$ cat src/hdl/lwf_pkg.sv
package lwf_pkg;

    localparam int RNG_W  = 16;
    localparam int SUM_W  = 28;
    localparam int CNT_W  = 12;
    localparam int IDX_W  = 12;
    localparam int DT_W   = 24;
    localparam int ERR_W  = 17;
    localparam int SPD_W  = 8;
    localparam int NUM_W  = 48;
    localparam int DEN_W  = 34;
    localparam int CALC_W = 51;

    localparam int QUEUE_DEPTH = 2;

    localparam logic [CNT_W-1:0] COUNT_MAX      = 12'd4095;
    localparam logic [SPD_W-1:0] STRAIGHT_SPEED = 8'd140;
    localparam int               DEADBAND_MM    = 20;

    // PD gains per mode; the derivative gain carries the 700000 scale
    localparam logic [5:0]  KP_BOTH   = 6'd40;
    localparam logic [24:0] KDK_BOTH  = 25'd14000000;
    localparam logic [7:0]  BASE_BOTH = 8'd140;
    localparam logic [5:0]  KP_ONE    = 6'd25;
    localparam logic [24:0] KDK_ONE   = 25'd17500000;
    localparam logic [7:0]  BASE_ONE  = 8'd135;
    localparam logic [DEN_W-1:0] DT_SCALE = 34'd1000;

    typedef enum logic [2:0] {
        REG_LEFT_FIRST  = 3'd0,
        REG_LEFT_LAST   = 3'd1,
        REG_RIGHT_FIRST = 3'd2,
        REG_RIGHT_LAST  = 3'd3,
        REG_LO_MM       = 3'd4,
        REG_HI_MM       = 3'd5,
        REG_DESIRED     = 3'd6,
        REG_OPEN_LIMIT  = 3'd7
    } reg_idx_t;

    typedef struct packed {
        logic [IDX_W-1:0] left_first;
        logic [IDX_W-1:0] left_last;
        logic [IDX_W-1:0] right_first;
        logic [IDX_W-1:0] right_last;
        logic [RNG_W-1:0] lo_mm;
        logic [RNG_W-1:0] hi_mm;
        logic [RNG_W-1:0] desired;
        logic [RNG_W-1:0] open_limit;
    } cfg_t;

    typedef struct packed {
        logic [SUM_W-1:0] lsum;
        logic [CNT_W-1:0] lcnt;
        logic [SUM_W-1:0] rsum;
        logic [CNT_W-1:0] rcnt;
        logic [DT_W-1:0]  dt;
    } scan_t;

    typedef enum logic [3:0] {
        BK_IDLE,
        BK_LDIV,
        BK_LWAIT,
        BK_RDIV,
        BK_RWAIT,
        BK_MODE,
        BK_MUL1,
        BK_MUL2,
        BK_SUM,
        BK_PDIV,
        BK_PWAIT,
        BK_SPEED,
        BK_OUT
    } back_state_t;

    function automatic logic [SPD_W-1:0] clamp_speed(input logic signed [CALC_W-1:0] v);
        logic [SPD_W-1:0] r;
        if (v < 0)
            r = '0;
        else if (v > 255)
            r = '1;
        else
            r = v[SPD_W-1:0];
        return r;
    endfunction

endpackage

$ cat src/hdl/lwf_ifs.sv
interface lwf_sample_if import lwf_pkg::*; ();
    logic             valid;
    logic             ready;
    logic [RNG_W-1:0] range_mm;
    logic             sample_ok;
    logic             scan_end;
    logic [DT_W-1:0]  elapsed_us;

    modport source (output valid, range_mm, sample_ok, scan_end, elapsed_us, input ready);
    modport sink   (input valid, range_mm, sample_ok, scan_end, elapsed_us, output ready);
endinterface

interface lwf_speed_if import lwf_pkg::*; ();
    logic             valid;
    logic             ready;
    logic [SPD_W-1:0] left_speed;
    logic [SPD_W-1:0] right_speed;

    modport source (output valid, left_speed, right_speed, input ready);
    modport sink   (input valid, left_speed, right_speed, output ready);
endinterface

$ cat src/hdl/lwf_front.sv
module lwf_front import lwf_pkg::*; #(
    parameter int MAX_SAMPLES = 4096,
    parameter int RANGE_BITS  = 16
) (
    input  logic        clk,
    input  logic        rst_n,
    input  cfg_t        cfg,
    lwf_sample_if.sink  in_ch,
    input  logic        q_full,
    output logic        push,
    output scan_t       push_data
);

    localparam int CTR_W  = $clog2(MAX_SAMPLES + 1);
    localparam int CMP_W  = (CTR_W > IDX_W) ? CTR_W : IDX_W;
    localparam int MASK_W = (RANGE_BITS < RNG_W) ? RANGE_BITS : RNG_W;
    localparam logic [RNG_W-1:0] RANGE_MASK = {RNG_W{1'b1}} >> (RNG_W - MASK_W);
    localparam logic [CTR_W-1:0] CTR_LIMIT  = CTR_W'(MAX_SAMPLES);

    logic [CTR_W-1:0] idx_reg;
    logic [SUM_W-1:0] lsum_reg, rsum_reg, lsum_acc, rsum_acc;
    logic [CNT_W-1:0] lcnt_reg, rcnt_reg, lcnt_acc, rcnt_acc;
    logic             accept, live, in_range, l_hit, r_hit;
    logic [RNG_W-1:0] rng;
    logic [CMP_W-1:0] idx_ext;

    // classify the sample against the range limits and both windows
    always_comb
    begin
        in_ch.ready = !q_full;
        accept   = in_ch.valid && in_ch.ready;
        rng      = in_ch.range_mm & RANGE_MASK;
        live     = idx_reg < CTR_LIMIT;
        in_range = in_ch.sample_ok && (rng >= cfg.lo_mm) && (rng <= cfg.hi_mm);
        idx_ext  = CMP_W'(idx_reg);
        l_hit = live && in_range && (lcnt_reg < COUNT_MAX)
             && (idx_ext >= CMP_W'(cfg.left_first)) && (idx_ext <= CMP_W'(cfg.left_last));
        r_hit = live && in_range && (rcnt_reg < COUNT_MAX)
             && (idx_ext >= CMP_W'(cfg.right_first)) && (idx_ext <= CMP_W'(cfg.right_last));
        lsum_acc = lsum_reg + (l_hit ? SUM_W'(rng) : '0);
        rsum_acc = rsum_reg + (r_hit ? SUM_W'(rng) : '0);
        lcnt_acc = lcnt_reg + CNT_W'(l_hit);
        rcnt_acc = rcnt_reg + CNT_W'(r_hit);
    end

    // hand the finished scan, final sample included, to the queue
    always_comb
    begin
        push           = accept && in_ch.scan_end;
        push_data.lsum = lsum_acc;
        push_data.lcnt = lcnt_acc;
        push_data.rsum = rsum_acc;
        push_data.rcnt = rcnt_acc;
        push_data.dt   = in_ch.elapsed_us;
    end

    // advance the accumulators, clear them at scan end
    always_ff @(posedge clk or negedge rst_n)
    begin
        if (!rst_n)
        begin
            idx_reg  <= '0;
            lsum_reg <= '0;
            rsum_reg <= '0;
            lcnt_reg <= '0;
            rcnt_reg <= '0;
        end
        else if (accept)
        begin
            if (in_ch.scan_end)
            begin
                idx_reg  <= '0;
                lsum_reg <= '0;
                rsum_reg <= '0;
                lcnt_reg <= '0;
                rcnt_reg <= '0;
            end
            else
            begin
                idx_reg  <= idx_reg + CTR_W'(live);
                lsum_reg <= lsum_acc;
                rsum_reg <= rsum_acc;
                lcnt_reg <= lcnt_acc;
                rcnt_reg <= rcnt_acc;
            end
        end
    end

endmodule

$ cat src/hdl/lwf_queue.sv
module lwf_queue import lwf_pkg::*; (
    input  logic  clk,
    input  logic  rst_n,
    input  logic  push,
    input  scan_t push_data,
    output logic  full,
    input  logic  pop,
    output logic  q_valid,
    output scan_t q_data
);

    localparam int PTR_W = $clog2(QUEUE_DEPTH);
    localparam int CNT_QW = $clog2(QUEUE_DEPTH + 1);

    scan_t              mem [QUEUE_DEPTH];
    logic [PTR_W-1:0]   wr_ptr_reg, rd_ptr_reg;
    logic [CNT_QW-1:0]  count_reg;

    assign full    = count_reg == CNT_QW'(QUEUE_DEPTH);
    assign q_valid = count_reg != '0;
    assign q_data  = mem[rd_ptr_reg];

    // store scan totals
    always_ff @(posedge clk)
    begin
        if (push)
            mem[wr_ptr_reg] <= push_data;
    end

    // advance pointers and fill count
    always_ff @(posedge clk or negedge rst_n)
    begin
        if (!rst_n)
        begin
            wr_ptr_reg <= '0;
            rd_ptr_reg <= '0;
            count_reg  <= '0;
        end
        else
        begin
            if (push)
                wr_ptr_reg <= (wr_ptr_reg == PTR_W'(QUEUE_DEPTH - 1)) ? '0 : wr_ptr_reg + 1'b1;
            if (pop)
                rd_ptr_reg <= (rd_ptr_reg == PTR_W'(QUEUE_DEPTH - 1)) ? '0 : rd_ptr_reg + 1'b1;
            count_reg <= count_reg + CNT_QW'(push) - CNT_QW'(pop);
        end
    end

    a_no_overflow: assert property (@(posedge clk) disable iff (!rst_n) !(push && full && !pop))
        else $error("scan pushed into full queue");
    a_no_underflow: assert property (@(posedge clk) disable iff (!rst_n) pop |-> q_valid)
        else $error("pop from empty queue");
    a_count_bound: assert property (@(posedge clk) disable iff (!rst_n)
        count_reg <= CNT_QW'(QUEUE_DEPTH))
        else $error("queue count above depth");
    a_push_grows: assert property (@(posedge clk) disable iff (!rst_n)
        (push && !pop) |=> q_valid)
        else $error("pushed item not visible");

endmodule

$ cat src/hdl/lwf_div.sv
module lwf_div import lwf_pkg::*; (
    input  logic             clk,
    input  logic             rst_n,
    input  logic             start,
    input  logic [NUM_W-1:0] num,
    input  logic [DEN_W-1:0] den,
    output logic             done,
    output logic [NUM_W-1:0] quo,
    output logic [DEN_W-1:0] rem
);

    localparam int STEP_W = $clog2(NUM_W);

    logic              busy_reg, done_reg;
    logic [STEP_W-1:0] step_reg;
    logic [NUM_W-1:0]  quo_reg;
    logic [DEN_W-1:0]  rem_reg, den_reg;
    logic [DEN_W:0]    rem_sh, rem_sub;
    logic              fits;

    // one restoring step: shift in the next numerator bit, subtract if it fits
    always_comb
    begin
        rem_sh  = {rem_reg, quo_reg[NUM_W-1]};
        rem_sub = rem_sh - {1'b0, den_reg};
        fits    = rem_sh >= {1'b0, den_reg};
    end

    assign done = done_reg;
    assign quo  = quo_reg;
    assign rem  = rem_reg;

    always_ff @(posedge clk or negedge rst_n)
    begin
        if (!rst_n)
        begin
            busy_reg <= 1'b0;
            done_reg <= 1'b0;
            step_reg <= '0;
        end
        else
        begin
            done_reg <= 1'b0;
            if (start)
            begin
                busy_reg <= 1'b1;
                step_reg <= '0;
            end
            else if (busy_reg)
            begin
                step_reg <= step_reg + 1'b1;
                if (step_reg == STEP_W'(NUM_W - 1))
                begin
                    busy_reg <= 1'b0;
                    done_reg <= 1'b1;
                end
            end
        end
    end

    always_ff @(posedge clk)
    begin
        if (start)
        begin
            quo_reg <= num;
            rem_reg <= '0;
            den_reg <= den;
        end
        else if (busy_reg)
        begin
            quo_reg <= {quo_reg[NUM_W-2:0], fits};
            rem_reg <= fits ? rem_sub[DEN_W-1:0] : rem_sh[DEN_W-1:0];
        end
    end

endmodule

$ cat src/hdl/lwf_back.sv
module lwf_back import lwf_pkg::*; (
    input  logic         clk,
    input  logic         rst_n,
    input  cfg_t         cfg,
    input  logic         q_valid,
    input  scan_t        q_data,
    output logic         pop,
    lwf_speed_if.source  out_ch
);

    back_state_t state_reg, state_next;

    scan_t                     job_reg;
    logic [RNG_W-1:0]          lavg_reg, ravg_reg;
    logic                      first_reg;
    logic signed [ERR_W-1:0]   prior_reg, err_reg;
    logic [5:0]                kp_reg;
    logic [24:0]               kdk_reg;
    logic [7:0]                base_reg;
    logic [DT_W-1:0]           dt_reg;
    logic signed [22:0]        p1_reg;
    logic signed [44:0]        p2_reg;
    logic signed [NUM_W-1:0]   p3_reg;
    logic [DEN_W-1:0]          den_reg;
    logic                      neg_reg, rnz_reg;
    logic [NUM_W-1:0]          mag_reg, q_reg;
    logic [SPD_W-1:0]          spd_l_reg, spd_r_reg;
    logic                      out_valid_reg;
    logic [SPD_W-1:0]          out_l_reg, out_r_reg;

    logic                      has_l, has_r, far, load_out, div_start, div_done;
    logic [NUM_W-1:0]          div_num, div_quo;
    logic [DEN_W-1:0]          div_den, div_rem;
    logic signed [ERR_W:0]     l_s, r_s, des_s, e_raw, diff;
    logic signed [ERR_W-1:0]   e_dead;
    logic signed [NUM_W-1:0]   num_sum;
    logic [NUM_W:0]            q_up;
    logic signed [CALC_W-1:0]  a_s, b_s;

    lwf_div u_div (
        .clk   (clk),
        .rst_n (rst_n),
        .start (div_start),
        .num   (div_num),
        .den   (div_den),
        .done  (div_done),
        .quo   (div_quo),
        .rem   (div_rem)
    );

    // mode selection and error
    always_comb
    begin
        has_l = job_reg.lcnt != '0;
        has_r = job_reg.rcnt != '0;
        l_s   = $signed({2'b00, lavg_reg});
        r_s   = $signed({2'b00, ravg_reg});
        des_s = $signed({2'b00, cfg.desired});
        far   = has_l ? (lavg_reg > cfg.open_limit) : (ravg_reg > cfg.open_limit);
        if (has_l && has_r)
            e_raw = r_s - l_s;
        else if (has_r)
            e_raw = r_s - des_s;
        else if (has_l)
            e_raw = des_s - l_s;
        else
            e_raw = '0;
        if ((e_raw > -(ERR_W+1)'(DEADBAND_MM)) && (e_raw < (ERR_W+1)'(DEADBAND_MM)))
            e_dead = '0;
        else
            e_dead = ERR_W'(e_raw);
        diff    = $signed({err_reg[ERR_W-1], err_reg}) - $signed({prior_reg[ERR_W-1], prior_reg});
        num_sum = (dt_reg != '0) ? (p3_reg + NUM_W'(p2_reg)) : NUM_W'(p1_reg);
        q_up    = {1'b0, q_reg} + (NUM_W+1)'(rnz_reg);
        a_s     = neg_reg ? -$signed(CALC_W'(q_up)) : $signed(CALC_W'(q_reg));
        b_s     = neg_reg ? $signed(CALC_W'(q_reg)) : -$signed(CALC_W'(q_up));
    end

    // shared divider operands
    always_comb
    begin
        case (state_reg)
            BK_LDIV:
            begin
                div_num = NUM_W'({job_reg.lsum, 1'b0}) + NUM_W'(job_reg.lcnt);
                div_den = DEN_W'({job_reg.lcnt, 1'b0});
            end
            BK_RDIV:
            begin
                div_num = NUM_W'({job_reg.rsum, 1'b0}) + NUM_W'(job_reg.rcnt);
                div_den = DEN_W'({job_reg.rcnt, 1'b0});
            end
            default:
            begin
                div_num = mag_reg;
                div_den = den_reg;
            end
        endcase
    end

    // next state
    always_comb
    begin
        state_next = state_reg;
        case (state_reg)
            BK_IDLE:  if (q_valid) state_next = BK_LDIV;
            BK_LDIV:  state_next = has_l ? BK_LWAIT : BK_RDIV;
            BK_LWAIT: if (div_done) state_next = BK_RDIV;
            BK_RDIV:  state_next = has_r ? BK_RWAIT : BK_MODE;
            BK_RWAIT: if (div_done) state_next = BK_MODE;
            BK_MODE:  state_next = ((has_l != has_r) && far) ? BK_OUT : BK_MUL1;
            BK_MUL1:  state_next = BK_MUL2;
            BK_MUL2:  state_next = BK_SUM;
            BK_SUM:   state_next = BK_PDIV;
            BK_PDIV:  state_next = BK_PWAIT;
            BK_PWAIT: if (div_done) state_next = BK_SPEED;
            BK_SPEED: state_next = BK_OUT;
            BK_OUT:   if (!out_valid_reg || out_ch.ready) state_next = BK_IDLE;
            default:  state_next = BK_IDLE;
        endcase
    end

    // control strobes
    always_comb
    begin
        pop       = (state_reg == BK_IDLE) && q_valid;
        div_start = ((state_reg == BK_LDIV) && has_l) || ((state_reg == BK_RDIV) && has_r)
                 || (state_reg == BK_PDIV);
        load_out  = (state_reg == BK_OUT) && (!out_valid_reg || out_ch.ready);
    end

    assign out_ch.valid       = out_valid_reg;
    assign out_ch.left_speed  = out_l_reg;
    assign out_ch.right_speed = out_r_reg;

    // control state
    always_ff @(posedge clk or negedge rst_n)
    begin
        if (!rst_n)
        begin
            state_reg     <= BK_IDLE;
            first_reg     <= 1'b1;
            prior_reg     <= '0;
            out_valid_reg <= 1'b0;
        end
        else
        begin
            state_reg <= state_next;
            if (state_reg == BK_MODE)
                first_reg <= 1'b0;
            if (state_reg == BK_SPEED)
                prior_reg <= err_reg;
            if (load_out)
                out_valid_reg <= 1'b1;
            else if (out_ch.ready)
                out_valid_reg <= 1'b0;
        end
    end

    // datapath
    always_ff @(posedge clk)
    begin
        case (state_reg)
            BK_IDLE:
                job_reg <= q_data;
            BK_LWAIT:
                lavg_reg <= div_quo[RNG_W-1:0];
            BK_RWAIT:
                ravg_reg <= div_quo[RNG_W-1:0];
            BK_MODE:
            begin
                err_reg   <= e_dead;
                dt_reg    <= first_reg ? '0 : job_reg.dt;
                spd_l_reg <= STRAIGHT_SPEED;
                spd_r_reg <= STRAIGHT_SPEED;
                if (has_l && has_r)
                begin
                    kp_reg   <= KP_BOTH;
                    kdk_reg  <= KDK_BOTH;
                    base_reg <= BASE_BOTH;
                end
                else if (has_l || has_r)
                begin
                    kp_reg   <= KP_ONE;
                    kdk_reg  <= KDK_ONE;
                    base_reg <= BASE_ONE;
                end
                else
                begin
                    kp_reg   <= '0;
                    kdk_reg  <= '0;
                    base_reg <= STRAIGHT_SPEED;
                end
            end
            BK_MUL1:
            begin
                p1_reg  <= $signed({1'b0, kp_reg}) * err_reg;
                p2_reg  <= $signed({1'b0, kdk_reg}) * diff;
                den_reg <= (dt_reg != '0) ? DEN_W'(dt_reg) * DT_SCALE : DT_SCALE;
            end
            BK_MUL2:
                p3_reg <= p1_reg * $signed({1'b0, dt_reg});
            BK_SUM:
            begin
                neg_reg <= num_sum < 0;
                mag_reg <= (num_sum < 0) ? NUM_W'(-num_sum) : NUM_W'(num_sum);
            end
            BK_PWAIT:
            begin
                q_reg   <= div_quo;
                rnz_reg <= div_rem != '0;
            end
            BK_SPEED:
            begin
                spd_l_reg <= clamp_speed($signed(CALC_W'(base_reg)) + a_s);
                spd_r_reg <= clamp_speed($signed(CALC_W'(base_reg)) + b_s);
            end
            default:
            begin
            end
        endcase
        if (load_out)
        begin
            out_l_reg <= spd_l_reg;
            out_r_reg <= spd_r_reg;
        end
    end

endmodule

$ cat src/hdl/lidar_wall_following_pd_unit.sv
// Wall-following PD steering from a lidar sample stream.
// in_ch carries one range sample per item; an item with scan_end closes
// the scan and carries the elapsed time since the previous scan.
// out_ch carries one left/right speed pair per scan.
// Samples are taken at one item per cycle; the front end sums both wall
// windows as they arrive. A closed scan goes into a two-entry queue, and
// in_ch.ready drops only while that queue is full.
// The back end turns one scan into speeds with up to three 48-step serial
// divisions (left average, right average, PD term) on one shared divider;
// the finished pair then sits in the output register. When out_ch stalls
// the result is held, the back end waits, and the queue keeps taking
// samples until it holds two closed scans.
// Configuration goes through the APB port; it is for the user to do only
// while the block is idle, and the block itself does not enforce it.
// Reset clears the accumulators, the queue, the stored error and marks
// the next scan as the first one (no derivative term).
module lidar_wall_following_pd_unit import lwf_pkg::*; #(
    parameter int MAX_SAMPLES = 4096,
    parameter int RANGE_BITS  = 16
) (
    input  logic        clk,
    input  logic        rst_n,
    input  logic        psel,
    input  logic        penable,
    input  logic        pwrite,
    input  logic [4:0]  paddr,
    input  logic [31:0] pwdata,
    output logic [31:0] prdata,
    output logic        pready,
    lwf_sample_if.sink  in_ch,
    lwf_speed_if.source out_ch
);

    cfg_t     cfg_reg;
    reg_idx_t addr_idx;
    logic     wr_en, q_full, push, pop, q_valid;
    scan_t    push_data, q_data;

    assign pready   = 1'b1;
    assign addr_idx = reg_idx_t'(paddr[4:2]);
    assign wr_en    = psel && penable && pwrite && pready;

    // register writes
    always_ff @(posedge clk or negedge rst_n)
    begin
        if (!rst_n)
        begin
            cfg_reg.left_first  <= 12'd89;
            cfg_reg.left_last   <= 12'd91;
            cfg_reg.right_first <= 12'd269;
            cfg_reg.right_last  <= 12'd271;
            cfg_reg.lo_mm       <= 16'd50;
            cfg_reg.hi_mm       <= 16'd12000;
            cfg_reg.desired     <= 16'd150;
            cfg_reg.open_limit  <= 16'd500;
        end
        else if (wr_en)
        begin
            case (addr_idx)
                REG_LEFT_FIRST:  cfg_reg.left_first  <= pwdata[IDX_W-1:0];
                REG_LEFT_LAST:   cfg_reg.left_last   <= pwdata[IDX_W-1:0];
                REG_RIGHT_FIRST: cfg_reg.right_first <= pwdata[IDX_W-1:0];
                REG_RIGHT_LAST:  cfg_reg.right_last  <= pwdata[IDX_W-1:0];
                REG_LO_MM:       cfg_reg.lo_mm       <= pwdata[RNG_W-1:0];
                REG_HI_MM:       cfg_reg.hi_mm       <= pwdata[RNG_W-1:0];
                REG_DESIRED:     cfg_reg.desired     <= pwdata[RNG_W-1:0];
                REG_OPEN_LIMIT:  cfg_reg.open_limit  <= pwdata[RNG_W-1:0];
                default: ;
            endcase
        end
    end

    // register reads
    always_comb
    begin
        case (addr_idx)
            REG_LEFT_FIRST:  prdata = 32'(cfg_reg.left_first);
            REG_LEFT_LAST:   prdata = 32'(cfg_reg.left_last);
            REG_RIGHT_FIRST: prdata = 32'(cfg_reg.right_first);
            REG_RIGHT_LAST:  prdata = 32'(cfg_reg.right_last);
            REG_LO_MM:       prdata = 32'(cfg_reg.lo_mm);
            REG_HI_MM:       prdata = 32'(cfg_reg.hi_mm);
            REG_DESIRED:     prdata = 32'(cfg_reg.desired);
            REG_OPEN_LIMIT:  prdata = 32'(cfg_reg.open_limit);
            default:         prdata = '0;
        endcase
    end

    lwf_front #(
        .MAX_SAMPLES (MAX_SAMPLES),
        .RANGE_BITS  (RANGE_BITS)
    ) u_front (
        .clk       (clk),
        .rst_n     (rst_n),
        .cfg       (cfg_reg),
        .in_ch     (in_ch),
        .q_full    (q_full),
        .push      (push),
        .push_data (push_data)
    );

    lwf_queue u_queue (
        .clk       (clk),
        .rst_n     (rst_n),
        .push      (push),
        .push_data (push_data),
        .full      (q_full),
        .pop       (pop),
        .q_valid   (q_valid),
        .q_data    (q_data)
    );

    lwf_back u_back (
        .clk     (clk),
        .rst_n   (rst_n),
        .cfg     (cfg_reg),
        .q_valid (q_valid),
        .q_data  (q_data),
        .pop     (pop),
        .out_ch  (out_ch)
    );

endmodule
$ cat src/flat_wrapper.sv
// flat-port wrapper written by rule: the top's interface ports become plain ports
module lidar_wall_following_pd_unit_flat import lwf_pkg::*;
#(
    parameter int MAX_SAMPLES = 4096,
    parameter int RANGE_BITS  = 16
)
  (clk, rst_n, psel, penable, pwrite, paddr, pwdata, prdata, pready, in_ch_valid, in_ch_range_mm, in_ch_sample_ok, in_ch_scan_end, in_ch_elapsed_us, in_ch_ready, out_ch_valid, out_ch_left_speed, out_ch_right_speed, out_ch_ready);
  lwf_sample_if in_ch_i ();
  lwf_speed_if out_ch_i ();
  input  logic clk;
  input  logic rst_n;
  input  logic psel;
  input  logic penable;
  input  logic pwrite;
  input  logic [4:0] paddr;
  input  logic [31:0] pwdata;
  output logic [31:0] prdata;
  output logic pready;
  input wire logic [$bits(in_ch_i.valid)-1:0] in_ch_valid;
  input wire logic [$bits(in_ch_i.range_mm)-1:0] in_ch_range_mm;
  input wire logic [$bits(in_ch_i.sample_ok)-1:0] in_ch_sample_ok;
  input wire logic [$bits(in_ch_i.scan_end)-1:0] in_ch_scan_end;
  input wire logic [$bits(in_ch_i.elapsed_us)-1:0] in_ch_elapsed_us;
  output wire logic [$bits(in_ch_i.ready)-1:0] in_ch_ready;
  output wire logic [$bits(out_ch_i.valid)-1:0] out_ch_valid;
  output wire logic [$bits(out_ch_i.left_speed)-1:0] out_ch_left_speed;
  output wire logic [$bits(out_ch_i.right_speed)-1:0] out_ch_right_speed;
  input wire logic [$bits(out_ch_i.ready)-1:0] out_ch_ready;
  assign in_ch_i.valid = in_ch_valid;
  assign in_ch_i.range_mm = in_ch_range_mm;
  assign in_ch_i.sample_ok = in_ch_sample_ok;
  assign in_ch_i.scan_end = in_ch_scan_end;
  assign in_ch_i.elapsed_us = in_ch_elapsed_us;
  assign in_ch_ready = in_ch_i.ready;
  assign out_ch_valid = out_ch_i.valid;
  assign out_ch_left_speed = out_ch_i.left_speed;
  assign out_ch_right_speed = out_ch_i.right_speed;
  assign out_ch_i.ready = out_ch_ready;
  lidar_wall_following_pd_unit #(.MAX_SAMPLES(MAX_SAMPLES), .RANGE_BITS(RANGE_BITS)) u_core (.clk(clk), .rst_n(rst_n), .psel(psel), .penable(penable), .pwrite(pwrite), .paddr(paddr), .pwdata(pwdata), .prdata(prdata), .pready(pready), .in_ch(in_ch_i), .out_ch(out_ch_i));
endmodule
$ cat config.mk
export PLATFORM = sky130hd
export DESIGN_NAME = lidar_wall_following_pd_unit_flat
export DESIGN_NICKNAME = d
export VERILOG_FILES = /design/src/hdl/lwf_pkg.sv /design/src/hdl/lwf_ifs.sv /design/src/hdl/lwf_front.sv /design/src/hdl/lwf_queue.sv /design/src/hdl/lwf_div.sv /design/src/hdl/lwf_back.sv /design/src/hdl/lidar_wall_following_pd_unit.sv /design/src/flat_wrapper.sv
export SDC_FILE = /design/constraint.sdc
export NUM_CORES = 2
export LEC_CHECK = 0
export BUFFER_PORTS_ARGS = -buffer_cell sky130_fd_sc_hd__buf_4
export CORE_ASPECT_RATIO = 0.9
export CORE_MARGIN = 10
export CORE_UTILIZATION = 45
export DETAILED_ROUTE_END_ITERATION = 8
export GPL_TIMING_DRIVEN = 0
export PLACE_DENSITY_LB_ADDON = 0.3
export SLEW_MARGIN = 10
export SYNTH_ARGS = -nofsm -noshare
export SYNTH_HDL_FRONTEND = slang
export SYNTH_SLANG_ARGS = --single-unit
$ cat constraint.sdc
create_clock -name clk -period 22.9 [get_ports clk]
set_input_delay 2.29 -clock clk [delete_from_list [all_inputs] [get_ports clk]]
set_output_delay 2.29 -clock clk [all_outputs]
set_load 0.1 [all_outputs]
==> run summary <==
CTS tree - yes
Final Setup Violations - 0
fraction of registers with async set/reset - 23.6%
Final Hold Viols - 0
Synth Flop Type - edfxtp_1
CP max-delay cell - o31ai_4
EDFF count, synth - 741
GRT Overall Usage - 26.1%
Largest stage delay, worst path - 0.73 ns
status - completed
Setup CP Type - reg -> reg
pin count of the biggest net entering global routing - 86
Max IR drop VDD - 69.7 µV
Post-CTS Setup Bufs - 0
CTS sink cnt - 1015
Synth top cells by count - inv_1, nand2_1, ha_1
Root Driver - clkbuf_16
setup_tns - 0 ns
die width - 505 µm
Synth-to-Final Area Change - 9.34%
cts hold-fix bufs - 0
Hold Path Class - reg -> reg
RSZ-0062 raised after global routing - no
number of synthesis warnings - 0
Rows - 160
total CTS buffers - 110
initial core utilization - 45.2%
Worst Clk Skew - 0.104 ns
synthesized area per cell - 9.74 µm²
Startpoint Class - flip-flop
Resize count post-CTS - 0
sequential element share of the synthesized area - 30.4%
I/O pin cnt - 137
vias in the first global route - 74700
Max Cap Violations - 0
Seq cells post-synth - 1015
Post-Layout Cell Count - 13000
Req. time, crit path - 23.40 ns
Synth area leader - edfxtp_1
die footprint - 231000 µm²
crit path time final - 12.13 ns
Cell Area, Synth - 95400 µm²
synth unique cells - 105
hold depth - 0
CTS H-tree depth - 3
post-placement cell count - 12800
Reg clk slew, reported paths - 0.06 ns
Die Ht - 457 µm
initial antenna violation count - 31
Largest register FFs - 208
dpl hpwl - 254000 µm
PwrDens - 44.8 nW/µm²
WL per Instance - 23.9 µm
max-slew violations - 0
arrival time at the worst endpoint - 12.63 ns
leakage - 46.9 nW
Worst Path Max Fanout - 15
worst-skew pair later-pin latency - 0.82 ns
layout net count - 11900
Core Area - 211000 µm²
Achievable Freq - 82.4 MHz
gp weighted congestion - 0.979
Power Total - 4.68 mW
crit share post-route - 53.0%
remaining global-route overflow - 0
Via density - 5.76
Longest Clk Path Bufs - 3
Critical Path Sink Type - flip-flop
Yosys top cell area share - 23.3%
Slew @ Worst Pin - 1.47 ns
max_slew headroom - 1.70%
first-pass GRT wire length - 465000 µm
Synth area leaders - edfxtp_1, fa_1, ha_1
share of cells above drive strength 1 - 6.19%
DRT iter0 DRCs - 6913
cells after synthesis - 9800
Pre-antenna DRT Iters - 7
R2R cell count - 38
detailed-route wire length - 310000 µm
most numerous cell in the Yosys netlist - inv_1
DRC violations left - 0
Detail Route Antenna Nets - 0
via count - 74800
IO Port Bufs - 87
## path summary, 6_finish.rpt
path	from	endpoint	slack (ns)
max reg2reg	u_core.u_back.err_reg[1]$_SDFFCE_PP0P_	u_core.u_back.p2_reg[43]$_DFFE_PP_	10.77
min reg2reg	u_core.u_back.spd_l_reg[7]$_SDFFCE_PN1P_	u_core.u_back.out_ch.left_speed[7]$_DFFE_PP_	0.42
min in group asynchronous	rst_n	u_core.cfg_reg[111]$_DFFE_PN0P_	1.48
min	u_core.u_back.spd_l_reg[7]$_SDFFCE_PN1P_	u_core.u_back.out_ch.left_speed[7]$_DFFE_PP_	0.42
max in group asynchronous	rst_n	u_core.u_back.u_div.step_reg[5]$_DFFE_PN0P_	20.26
max	u_core.u_back.err_reg[1]$_SDFFCE_PP0P_	u_core.u_back.p2_reg[43]$_DFFE_PP_	10.77
## cell families after synthesis
| logic type | share of synthesized area, % |
|---|---|
| other cells | 0.00787 |
| fa+ha+maj | 29.1 |
| buf+inv | 7.39 |
| flops | 30.4 |
| mux | 2.88 |
| simple gates | 14.1 |
| compound gates | 12.4 |
| xor+xnor | 3.75 |
## critical path: cells and delay by family, from the launching register on
kind	cells	cell delay, ns
XOR/XNOR	1	0.25
buffers and inverters	6	0.78
adder cells (fa/ha/maj)	8	3.75
flip-flops	1	0.54
AND/OR/NAND/NOR	4	1.60
AO/OA/AOI/OAI	19	4.87
## layout by cell type (no fill, tap or decap), types with 138 or more instances in the layout
cell type,instances
a21o_1,138
ha_1,893
dfrtp_1,201
mux2_2,143
nand3_1,180
nor2_1,452
clkbuf_1,346
nand2_1,1038
o21ai_0,428
xnor2_1,272
nor3_1,202
edfxtp_1,741
fa_1,829
inv_1,1453
and2_1,264
a21oi_1,380
## cell type report
type | count | area, µm²
Antenna cell | 14 | 35.0
Buffer | 397 | 1590
Clock buffer | 143 | 3050
Clock inverter | 66 | 907
Fill cell | 19500 | 107000
Inverter | 1455 | 5460
Multi-Input combinational cell | 6949 | 59500
Sequential cell | 1015 | 29000
Tap cell | 2835 | 3550
Timing Repair Buffer | 124 | 1210
## power breakdown
| part | switching [mW] | internal [mW] | total (mW) |
|---|---|---|---|
| Clock | 0.814 | 1.10 | 1.92 |
| Sequential | 0.0801 | 2.09 | 2.17 |
| Combinational | 0.382 | 0.206 | 0.588 |
## per-layer routing
| layer | global-route usage, % | part of all wire [%] | vias to the layer above |
|---|---|---|---|
| met4 | 10.6 | 4.7 | 8 |
| met1 | 35.9 | 43 | 37300 |
| li1 | - | - | 34000 |
| met3 | 4.35 | 7.6 | 603 |
| met2 | 41.0 | 45 | 2933 |
| met5 | 0 | 0.019 | - |
## per-stage QoR
| stage | utilization [%] | hold slack [ns] | cell area (µm²) | setup WS (ns) |
|---|---|---|---|---|
| floorplan | - | 0.400 | 95500 | 12.77 |
| global placement | 47.2 | 0.407 | 99700 | 9.57 |
| detailed placement | 47.6 | 0.405 | 100000 | 10.98 |
| CTS | 49.4 | 0.420 | 104000 | 10.85 |
| global route | 49.4 | 0.425 | 104000 | 10.08 |
| finish | 49.4 | 0.417 | 104000 | 10.77 |
No activity file was read; power rests on OpenSTA's default activity.
